==> src/hw/rtl/tdh_pkg.sv <==
package tdh_pkg;

  localparam int unsigned HandleW = 6;
  localparam int unsigned WaitW   = 32;
  localparam int unsigned CountW  = 7;

  localparam logic [2:0] CMD_ADD    = 3'd0;
  localparam logic [2:0] CMD_REMOVE = 3'd1;
  localparam logic [2:0] CMD_REARM  = 3'd2;
  localparam logic [2:0] CMD_POP    = 3'd3;
  localparam logic [2:0] CMD_QUERY  = 3'd4;

  typedef enum logic [2:0] {
    STAT_OK      = 3'd0,
    STAT_PRESENT = 3'd1,
    STAT_ABSENT  = 3'd2,
    STAT_FULL    = 3'd3,
    STAT_EMPTY   = 3'd4
  } status_e;

  typedef struct packed {
    logic [2:0]         cmd;
    logic [HandleW-1:0] handle;
    logic [31:0]        interval_ms;
    logic [31:0]        now_ms;
  } item_t;

  typedef struct packed {
    status_e            status;
    logic [HandleW-1:0] popped_handle;
    logic               top_valid;
    logic [HandleW-1:0] top_handle;
    logic               top_expired;
    logic [WaitW-1:0]   top_wait_ms;
    logic [CountW-1:0]  count;
  } result_t;

endpackage

==> src/hw/rtl/timer_deadline_heap.sv <==
// Channel   Handshake          Payload    Beat
// command   start / busy       item_i     start high while busy low
// result    done_o (strobe)    result_o   done_o high for one cycle
//
// The sift up and down move one heap level at a time, paced by the single read port
// of the heap memory; on the way down the left child is read, then the right one if
// it exists. busy falls at the edge that raises done_o, so the next item can be
// accepted while the result beat is shown. After reset the handle map is cleared,
// one entry a cycle, with busy high until all HANDLE_COUNT entries are clear. The
// receiver cannot stall: each result is shown once.
module timer_deadline_heap
  import tdh_pkg::*;
#(
  parameter int unsigned HEAP_SLOTS   = 64,
  parameter int unsigned HANDLE_COUNT = 64,
  parameter int unsigned TIME_BITS    = 32
) (
  input  logic    clk_i,
  input  logic    rst_ni,
  input  logic    start,
  input  item_t   item_i,
  output logic    busy,
  output logic    done_o,
  output result_t result_o
);

  localparam int unsigned SW = $clog2(HEAP_SLOTS + 1);
  localparam int unsigned HW = (HANDLE_COUNT > 1) ? $clog2(HANDLE_COUNT) : 1;
  localparam int unsigned EW = TIME_BITS + HandleW;

  typedef enum logic [3:0] {
    ST_CLEAR, ST_IDLE, ST_LOOKUP, ST_POP_RD, ST_TAKE, ST_REARM, ST_UP, ST_UP_CMP,
    ST_DOWN, ST_DN_L, ST_DN_R, ST_PLACE, ST_TOP, ST_TOP_RD
  } state_e;

  state_e              state_q;
  item_t               item_q;
  logic [SW-1:0]       cnt_q, slot_q;
  logic [TIME_BITS-1:0] dl_q, left_dl_q;
  logic [HandleW-1:0]  who_q, left_who_q, gone_q, popped_q;
  logic                resift_q, moved_q;
  status_e             status_q;
  logic [HW-1:0]       clr_q;
  logic                done_q;
  result_t             res_q;

  logic                h_we, h_re, p_we, p_re;
  logic [SW-1:0]       h_waddr, h_raddr;
  logic [EW-1:0]       h_wdata, h_rdata;
  logic [HW-1:0]       p_waddr, p_raddr;
  logic [SW-1:0]       p_wdata, p_rdata;

  tdh_ram #(.WIDTH(EW), .DEPTH(HEAP_SLOTS + 1)) u_heap (
    .clk_i, .we_i(h_we), .waddr_i(h_waddr), .wdata_i(h_wdata),
    .re_i(h_re), .raddr_i(h_raddr), .rdata_o(h_rdata)
  );

  tdh_ram #(.WIDTH(SW), .DEPTH(HANDLE_COUNT)) u_pos (
    .clk_i, .we_i(p_we), .waddr_i(p_waddr), .wdata_i(p_wdata),
    .re_i(p_re), .raddr_i(p_raddr), .rdata_o(p_rdata)
  );

  logic [TIME_BITS-1:0] h_rdl, now_t, int_t, new_dl;
  logic [HandleW-1:0]   h_rwho;
  logic [TIME_BITS:0]   dl_sum;
  logic                 hok;
  logic [SW-1:0]        slot_lk;
  logic [SW:0]          slot2, slot2p1, cnt_x;
  logic                 mv_we;
  logic [SW-1:0]        mv_idx;
  logic [TIME_BITS-1:0] kid_dl;
  logic [HandleW-1:0]   kid_who;
  logic [TIME_BITS-1:0] diff;
  logic [64:0]          diff_x;
  logic                 expired;
  logic [WaitW-1:0]     wait_ms;

  assign h_rdl   = h_rdata[EW-1:HandleW];
  assign h_rwho  = h_rdata[HandleW-1:0];
  assign now_t   = TIME_BITS'(item_q.now_ms);
  assign int_t   = TIME_BITS'(item_q.interval_ms);
  assign dl_sum  = {1'b0, now_t} + {1'b0, int_t};
  // A deadline past the end of the time range saturates.
  assign new_dl  = dl_sum[TIME_BITS] ? '1 : dl_sum[TIME_BITS-1:0];
  assign hok     = (32'(item_q.handle) < HANDLE_COUNT);
  assign slot_lk = hok ? p_rdata : '0;
  assign slot2   = {slot_q, 1'b0};
  assign slot2p1 = {slot_q, 1'b1};
  assign cnt_x   = {1'b0, cnt_q};

  assign diff    = h_rdl - now_t;
  assign diff_x  = 65'(diff);
  assign expired = (h_rdl <= now_t);
  assign wait_ms = expired ? '0 :
                   (diff_x > 65'(32'hFFFF_FFFF)) ? '1 : WaitW'(diff);

  // Child choice for the sift down; ties keep the left child.
  always_comb begin
    kid_dl  = h_rdl;
    kid_who = h_rwho;
    mv_idx  = SW'(slot2);
    if (state_q == ST_DN_R && !(left_dl_q > h_rdl)) begin
      kid_dl  = left_dl_q;
      kid_who = left_who_q;
    end else if (state_q == ST_DN_R) begin
      mv_idx  = SW'(slot2p1);
    end
    mv_we = !(kid_dl > dl_q) &&
            ((state_q == ST_DN_R) || (state_q == ST_DN_L && slot2p1 > cnt_x));
  end

  always_comb begin
    h_we = 1'b0; h_waddr = '0; h_wdata = '0; h_re = 1'b0; h_raddr = '0;
    p_we = 1'b0; p_waddr = '0; p_wdata = '0; p_re = 1'b0; p_raddr = '0;
    case (state_q)
      ST_CLEAR: begin
        p_we = 1'b1;
        p_waddr = clr_q;
      end
      ST_IDLE: begin
        p_re = start;
        p_raddr = HW'(item_i.handle);
      end
      ST_LOOKUP: begin
        if (item_q.cmd == CMD_REMOVE && slot_lk != '0) begin
          h_re = 1'b1;
          h_raddr = cnt_q;
        end else if (item_q.cmd == CMD_REARM && slot_lk != '0) begin
          h_re = 1'b1;
          h_raddr = slot_lk;
        end else if (item_q.cmd == CMD_POP && cnt_q != '0) begin
          h_re = 1'b1;
          h_raddr = SW'(1);
        end
      end
      ST_POP_RD: begin
        h_re = 1'b1;
        h_raddr = cnt_q;
      end
      ST_TAKE: begin
        p_we = 1'b1;
        p_waddr = HW'(gone_q);
      end
      ST_UP: begin
        h_re = (slot_q != SW'(1));
        h_raddr = slot_q >> 1;
      end
      ST_UP_CMP: begin
        if (h_rdl > dl_q) begin
          h_we = 1'b1; h_waddr = slot_q; h_wdata = h_rdata;
          p_we = 1'b1; p_waddr = HW'(h_rwho); p_wdata = slot_q;
        end
      end
      ST_DOWN: begin
        h_re = (slot2 <= cnt_x);
        h_raddr = SW'(slot2);
      end
      ST_DN_L, ST_DN_R: begin
        if (state_q == ST_DN_L && slot2p1 <= cnt_x) begin
          h_re = 1'b1;
          h_raddr = SW'(slot2p1);
        end else if (mv_we) begin
          h_we = 1'b1; h_waddr = slot_q; h_wdata = {kid_dl, kid_who};
          p_we = 1'b1; p_waddr = HW'(kid_who); p_wdata = slot_q;
        end
      end
      ST_PLACE: begin
        h_we = 1'b1; h_waddr = slot_q; h_wdata = {dl_q, who_q};
        p_we = 1'b1; p_waddr = HW'(who_q); p_wdata = slot_q;
      end
      ST_TOP: begin
        h_re = (cnt_q != '0);
        h_raddr = SW'(1);
      end
      default: ;
    endcase
  end

  always_ff @(posedge clk_i or negedge rst_ni) begin
    if (!rst_ni) begin
      state_q  <= ST_CLEAR;
      clr_q    <= '0;
      cnt_q    <= '0;
      done_q   <= 1'b0;
      resift_q <= 1'b0;
      moved_q  <= 1'b0;
    end else begin
      done_q <= 1'b0;
      case (state_q)
        ST_CLEAR: begin
          clr_q <= clr_q + HW'(1);
          if (clr_q == HW'(HANDLE_COUNT - 1)) begin
            state_q <= ST_IDLE;
          end
        end
        ST_IDLE: begin
          if (start) begin
            item_q  <= item_i;
            state_q <= ST_LOOKUP;
          end
        end
        ST_LOOKUP: begin
          status_q <= STAT_OK;
          popped_q <= '0;
          moved_q  <= 1'b0;
          resift_q <= 1'b0;
          state_q  <= ST_TOP;
          case (item_q.cmd)
            CMD_ADD: begin
              if (!hok) begin
                status_q <= STAT_ABSENT;
              end else if (slot_lk != '0) begin
                status_q <= STAT_PRESENT;
              end else if (cnt_q == SW'(HEAP_SLOTS)) begin
                status_q <= STAT_FULL;
              end else begin
                cnt_q   <= cnt_q + SW'(1);
                slot_q  <= cnt_q + SW'(1);
                dl_q    <= new_dl;
                who_q   <= item_q.handle;
                state_q <= ST_UP;
              end
            end
            CMD_REMOVE: begin
              if (slot_lk == '0) begin
                status_q <= STAT_ABSENT;
              end else begin
                slot_q  <= slot_lk;
                gone_q  <= item_q.handle;
                state_q <= ST_TAKE;
              end
            end
            CMD_REARM: begin
              if (slot_lk == '0) begin
                status_q <= STAT_ABSENT;
              end else begin
                slot_q   <= slot_lk;
                dl_q     <= new_dl;
                resift_q <= 1'b1;
                state_q  <= ST_REARM;
              end
            end
            CMD_POP: begin
              if (cnt_q == '0) begin
                status_q <= STAT_EMPTY;
              end else begin
                slot_q  <= SW'(1);
                state_q <= ST_POP_RD;
              end
            end
            default: ;
          endcase
        end
        ST_POP_RD: begin
          gone_q   <= h_rwho;
          popped_q <= h_rwho;
          state_q  <= ST_TAKE;
        end
        ST_TAKE: begin
          cnt_q <= cnt_q - SW'(1);
          if (slot_q == cnt_q) begin
            state_q <= ST_TOP;
          end else begin
            dl_q     <= h_rdl;
            who_q    <= h_rwho;
            resift_q <= 1'b1;
            state_q  <= ST_UP;
          end
        end
        ST_REARM: begin
          who_q   <= h_rwho;
          state_q <= ST_UP;
        end
        ST_UP: begin
          if (slot_q != SW'(1)) begin
            state_q <= ST_UP_CMP;
          end else begin
            state_q <= (resift_q && !moved_q) ? ST_DOWN : ST_PLACE;
          end
        end
        ST_UP_CMP: begin
          if (h_rdl > dl_q) begin
            slot_q  <= slot_q >> 1;
            moved_q <= 1'b1;
            state_q <= ST_UP;
          end else begin
            state_q <= (resift_q && !moved_q) ? ST_DOWN : ST_PLACE;
          end
        end
        ST_DOWN: begin
          state_q <= (slot2 <= cnt_x) ? ST_DN_L : ST_PLACE;
        end
        ST_DN_L, ST_DN_R: begin
          left_dl_q  <= h_rdl;
          left_who_q <= h_rwho;
          if (state_q == ST_DN_L && slot2p1 <= cnt_x) begin
            state_q <= ST_DN_R;
          end else if (mv_we) begin
            slot_q  <= mv_idx;
            state_q <= ST_DOWN;
          end else begin
            state_q <= ST_PLACE;
          end
        end
        ST_PLACE: begin
          state_q <= ST_TOP;
        end
        ST_TOP: begin
          if (cnt_q == '0) begin
            res_q.status        <= status_q;
            res_q.popped_handle <= popped_q;
            res_q.top_valid     <= 1'b0;
            res_q.top_handle    <= '0;
            res_q.top_expired   <= 1'b0;
            res_q.top_wait_ms   <= '0;
            res_q.count         <= '0;
            done_q              <= 1'b1;
            state_q             <= ST_IDLE;
          end else begin
            state_q <= ST_TOP_RD;
          end
        end
        ST_TOP_RD: begin
          res_q.status        <= status_q;
          res_q.popped_handle <= popped_q;
          res_q.top_valid     <= 1'b1;
          res_q.top_handle    <= h_rwho;
          res_q.top_expired   <= expired;
          res_q.top_wait_ms   <= wait_ms;
          res_q.count         <= CountW'(cnt_q);
          done_q              <= 1'b1;
          state_q             <= ST_IDLE;
        end
        default: state_q <= ST_IDLE;
      endcase
    end
  end

  assign busy     = (state_q != ST_IDLE);
  assign done_o   = done_q;
  assign result_o = res_q;

`ifndef SYNTHESIS
  a_done_single: assert property (@(posedge clk_i) disable iff (!rst_ni)
    done_o |=> !done_o) else $error("result strobe held for two cycles");
  a_accept_busy: assert property (@(posedge clk_i) disable iff (!rst_ni)
    start && !busy |=> busy) else $error("accepted item did not raise busy");
  a_count_bound: assert property (@(posedge clk_i) disable iff (!rst_ni)
    cnt_q <= SW'(HEAP_SLOTS)) else $error("heap count beyond capacity");
  a_heap_slot: assert property (@(posedge clk_i) disable iff (!rst_ni)
    h_we |-> (h_waddr != '0) && (h_waddr <= cnt_q))
    else $error("heap write outside occupied slots");
  a_no_ports_clash: assert property (@(posedge clk_i) disable iff (!rst_ni)
    h_we |-> !h_re) else $error("heap read and write in the same cycle");
`endif

endmodule

==> src/hw/rtl/tdh_ram.sv <==
module tdh_ram #(
  parameter int unsigned WIDTH = 8,
  parameter int unsigned DEPTH = 16,
  localparam int unsigned AW = (DEPTH > 1) ? $clog2(DEPTH) : 1
) (
  input  logic             clk_i,
  input  logic             we_i,
  input  logic [AW-1:0]    waddr_i,
  input  logic [WIDTH-1:0] wdata_i,
  input  logic             re_i,
  input  logic [AW-1:0]    raddr_i,
  output logic [WIDTH-1:0] rdata_o
);

  logic [WIDTH-1:0] mem_q [DEPTH];
  logic [WIDTH-1:0] rdata_q;

  always_ff @(posedge clk_i) begin
    if (we_i) begin
      mem_q[waddr_i] <= wdata_i;
    end
    if (re_i) begin
      rdata_q <= mem_q[raddr_i];
    end
  end

  assign rdata_o = rdata_q;

endmodule

==> config.mk <==
export PLATFORM = sky130hd
export DESIGN_NAME = timer_deadline_heap
export DESIGN_NICKNAME = d
export VERILOG_FILES = /design/src/hw/rtl/tdh_pkg.sv /design/src/hw/rtl/timer_deadline_heap.sv /design/src/hw/rtl/tdh_ram.sv
export SDC_FILE = /design/constraint.sdc
export NUM_CORES = 2
export LEC_CHECK = 0
export ABC_AREA = 0
export CORE_MARGIN = 4
export CORE_UTILIZATION = 50
export DETAILED_ROUTE_END_ITERATION = 10
export DONT_BUFFER_PORTS = 1
export SLEW_MARGIN = 30
export SYNTH_ARGS = -nofsm -noshare
export SYNTH_HDL_FRONTEND = slang
export SYNTH_HIERARCHICAL = 1
export SYNTH_SLANG_ARGS = --single-unit
==> constraint.sdc <==
create_clock -name clk_i -period 13.25 [get_ports clk_i]
set_clock_uncertainty 0.15 [all_clocks]
set_input_delay 2.65 -clock clk_i [delete_from_list [all_inputs] [get_ports clk_i]]
set_output_delay 2.65 -clock clk_i [all_outputs]
set_load 0.02 [all_outputs]
==> out/qor.txt <==
================================================================================
Most common cell after layout, fill and taps aside                  sky130_fd_sc_hd__edfxtp_1
Core Footprint                                                      258000 sq um
Compound-gate portion of the synthesized area                              5.62%
Die Outline Area                                                    268000 sq um
Number of nets in the finished design                                       7373
Transition at the pin with the smallest max-transition slack             1.08 ns
Max Cap Viol                                                                   0
Post-route total power                                                  33100 uW
Main combinational cell family by area after synthesis              multiplexers
DRC marker count from the first detailed-route iteration                    9039
Number of endpoints with negative hold slack in the final report               0
Number of standard cells after synthesis                                    6928
Worst slew margin relative to its limit                                    27.1%
Height of the die                                                         518 um
Cell area after synthesis                                           130000 sq um
Total vias in the final route                                              68687
Routability Congestion                                                     0.909
Share of the yosys chip area belonging to registers                        74.1%
RSZ-0062 raised after global routing                                          no
Total routed wirelength                                                345000 um
Total negative slack                                                        0 ns
Fraction of final layout cells with drive strength greater than 1          19.7%
Core utilization of the finished layout                                    56.8%
Number of slew-limit violations in the final report                            0
Iteration count of the initial detailed-routing pass                           6
Endpoints failing setup                                                        0
Worst reg2reg endpoint                                              u_heap/mem_q[6][10]
Number of antenna-violating nets in the routed design                          0
Die Span X                                                                518 um
Most used cells in the layout excluding fill and tap cells          sky130_fd_sc_hd__edfxtp_1, sky130_fd_sc_hd__mux2i_1, sky130_fd_sc_hd__mux4_2, sky130_fd_sc_hd__clkbuf_16, sky130_fd_sc_hd__nor2_1
Arrival time reported for the critical path endpoint                    10.27 ns
Crit Path Class                                                          reg2reg
Critical Path End                                                   u_heap/mem_q[6][10]
Sw Ratio                                                                   34.8%
Latest clock arrival within the worst-skew pair                          0.95 ns
Row Count                                                                    186
Area Overhead vs Synth                                                     12.6%
Area fraction of the dominant cell type after synthesis                    73.7%
Tmin final                                                               9.84 ns
# DRC                                                                          0
Critical path endpoint category                                             flop
Internal power contribution                                             21600 uW
Leakage dissipation                                                    0.0463 uW
Critical path required time                                             13.68 ns
Status                                                                 completed
Clock tree root driver cell                                         sky130_fd_sc_hd__clkbuf_16
Top cell type by total area after synthesis                         sky130_fd_sc_hd__edfxtp_1
Final Cycle Share                                                          74.3%
CP Launch Type                                                              flop
Global-route wire length before repair                                 494000 um
Number of storage elements in the synthesis netlist                         3210
HP Start                                                             popped_q[4]
Deepest clock path buffer count                                                4
Post-DP HPWL                                                           208000 um
Clock power frac                                                           28.5%
Power per standard cell area                                         226 nW/um^2
Post-CTS setup buffer count                                                    0
Area share of xor/xnor cells in the synthesized design                    0.479%
Simple-gate share of the synthesized area                                  3.09%
Proportion of synthesized area in mux cells                                13.2%
Maximum clock frequency                                                  102 MHz
Max VDD drop                                                              193 uV
Proportion of power drawn by combinational gates                           32.8%
Synthesized Nets                                                            7176
Clock tree from TritonCTS                                                   done
Power spent charging and discharging nets                               11500 uW
Cells on worst reg2reg path                                                   25
Clock slew at reported path FFs                                          0.06 ns
Path type of the worst min-delay path                                    reg2reg
Number of antenna violations at the first check in global routing             20
Buffers added on ports                                                         0
Initial Utilization                                                        50.4%
Tot GR Track Use                                                           25.3%
Total I/O pin count                                                          134
Top cells by area in the synthesized netlist                        sky130_fd_sc_hd__edfxtp_1, sky130_fd_sc_hd__mux4_2, sky130_fd_sc_hd__mux2i_1, sky130_fd_sc_hd__ha_1, sky130_fd_sc_hd__nor2_1
Worst setup startpoint                                              u_heap/rdata_o[35]
Portion of total power attributed to sequential cells                      38.8%
Setup slack on the worst flop-to-flop path                               3.41 ns
Post-synthesis cell type count                                                84
Launch point of the worst reg-to-reg path                           u_heap/rdata_o[35]
Detailed-route vias per instance                                            6.38
Yosys warning total                                                            6
Avg Cell Area, Syn                                                    18.8 sq um
Peak fanout along the critical path                                           74
Largest net degree at the start of global routing                            109
Post-synth top flop                                                 sky130_fd_sc_hd__edfxtp_1
CTS-repair resized insts                                                       0
Adder and majority gate portion of the synthesized area                    1.67%
Hold_buf cts                                                                   0
Congestion Overflow GR                                                         0
Vias in the first global route                                             66696
# clock sinks                                                               3210
Max H-tree Level                                                               5
Routed length per placed instance                                        32.0 um
Async set-reset flop share out of synthesis                               0.623%
Number of buffers added by the clock tree synthesis step                     348
Number of enable flip-flop cells after synthesis                            3190
================================================================================
-- power groups by stage --
| stage | Clock (uW) | Combinational [uW] | Sequential [uW] |
|---|---|---|---|
| detailed placement | 0 | 10800 | 13000 |
| CTS | 9600 | 10800 | 12800 |
| floorplan | 0 | 6060 | 12900 |
| global placement | 0 | 10600 | 13000 |
| finish | 9420 | 10800 | 12800 |
| global route | 10000 | 11400 | 12900 |
-- routing by layer --
| layer | vias to the layer above | GRT usage (%) | wire length, um |
|---|---|---|---|
| met2 | 3243 | 37.4 | 156000 |
| met5 | - | 0 | 0 |
| li1 | 28917 | - | - |
| met1 | 36108 | 39.3 | 150000 |
| met3 | 419 | 4.09 | 29300 |
| met4 | 0 | 6.90 | 9880 |
-- sequential cells by signal, indices dropped and copies added (netlist names), 7 cells and up --
name,flops
left_dl_q,32
cnt_q,7
u_pos/rdata_o,7
item_q,9
now_t,32
slot_q,7
dl_q,32
u_pos/mem_q,448
u_heap/mem_q,2470
int_t,32
result_o,56
u_heap/rdata_o,38
-- cell families (layout without fill, tap and decap cells) --
kind of cell / Yosys count / count (layout)
buffers and inverters: 507 / 956
XOR/XNOR: 71 / 71
AND/OR/NAND/NOR: 836 / 836
other: 0 / 6
flip-flops: 3210 / 3210
AO/OA/AOI/OAI: 1043 / 1043
adder cells (fa/ha/maj): 172 / 172
multiplexers: 1089 / 1089
-- how the worst min path moves through the flow --
stage                   end  slack, ns  depth (start not counted)
3_3_place_gp   result_o[49]       0.25                          0
3_5_place_dp   result_o[52]       0.26                          0
6_report       result_o[51]       0.27                          0
4_1_cts        result_o[51]       0.27                          0
5_1_grt        result_o[48]       0.28                          0
2_1_floorplan  result_o[47]       0.25                          0
-- final cells by class --
class,instances,area [sq um]
Antenna cell,6,15.0
Clock buffer,419,9190
Clock inverter,183,1800
Fill cell,19204,111000
Inverter,141,529
Multi-Input combinational cell,3211,32200
Sequential cell,3210,96300
Tap cell,3384,4230
Timing Repair Buffer,213,1980
-- synth_stat cells, drive strengths merged (86+ instances only) --
cell type / n
nand2: 172
nor2: 287
clkbuf: 160
buf: 206
mux2i: 512
a21oi: 151
mux4: 492
o221ai: 86
inv: 141
edfxtp: 3190
o21ai: 230
a22oi: 120
ha: 170
-- critical path: stages, from the launching register on --
cell                       delay, ns
sky130_fd_sc_hd__edfxtp_1       0.48
sky130_fd_sc_hd__inv_1          0.11
sky130_fd_sc_hd__ha_1           0.30
sky130_fd_sc_hd__nand2_1        0.07
sky130_fd_sc_hd__nor4_1         0.42
sky130_fd_sc_hd__nand4_1        0.19
sky130_fd_sc_hd__inv_1          0.16
sky130_fd_sc_hd__nand3_1        0.17
sky130_fd_sc_hd__a311o_1        0.34
sky130_fd_sc_hd__a31oi_4        0.71
sky130_fd_sc_hd__buf_4          0.41
sky130_fd_sc_hd__mux2_2         0.37
sky130_fd_sc_hd__ha_1           0.29
sky130_fd_sc_hd__a21o_1         0.16
sky130_fd_sc_hd__a21o_1         0.17
sky130_fd_sc_hd__a21o_1         0.17
sky130_fd_sc_hd__a21o_1         0.18
sky130_fd_sc_hd__a211oi_1       0.46
sky130_fd_sc_hd__o22ai_1        0.21
sky130_fd_sc_hd__o21ai_0        0.48
sky130_fd_sc_hd__nand2_2        0.50
sky130_fd_sc_hd__a21boi_4       0.24
sky130_fd_sc_hd__buf_4          0.69
sky130_fd_sc_hd__nand3_1        0.98
sky130_fd_sc_hd__nor2_4         0.30
sky130_fd_sc_hd__buf_4          0.57
-- per-stage QoR --
stage	hold slack [ns]	setup WS, ns	cells	area [sq um]
after floorplan	0.250	1.42	6928	130000
after global placement	0.253	2.84	10142	135000
after detailed placement	0.257	2.94	10148	135000
after CTS	0.273	2.90	10750	146000
after global routing	0.277	2.91	10762	146000
final	0.270	3.41	10767	146000
Power figures use the tool's default switching activity.
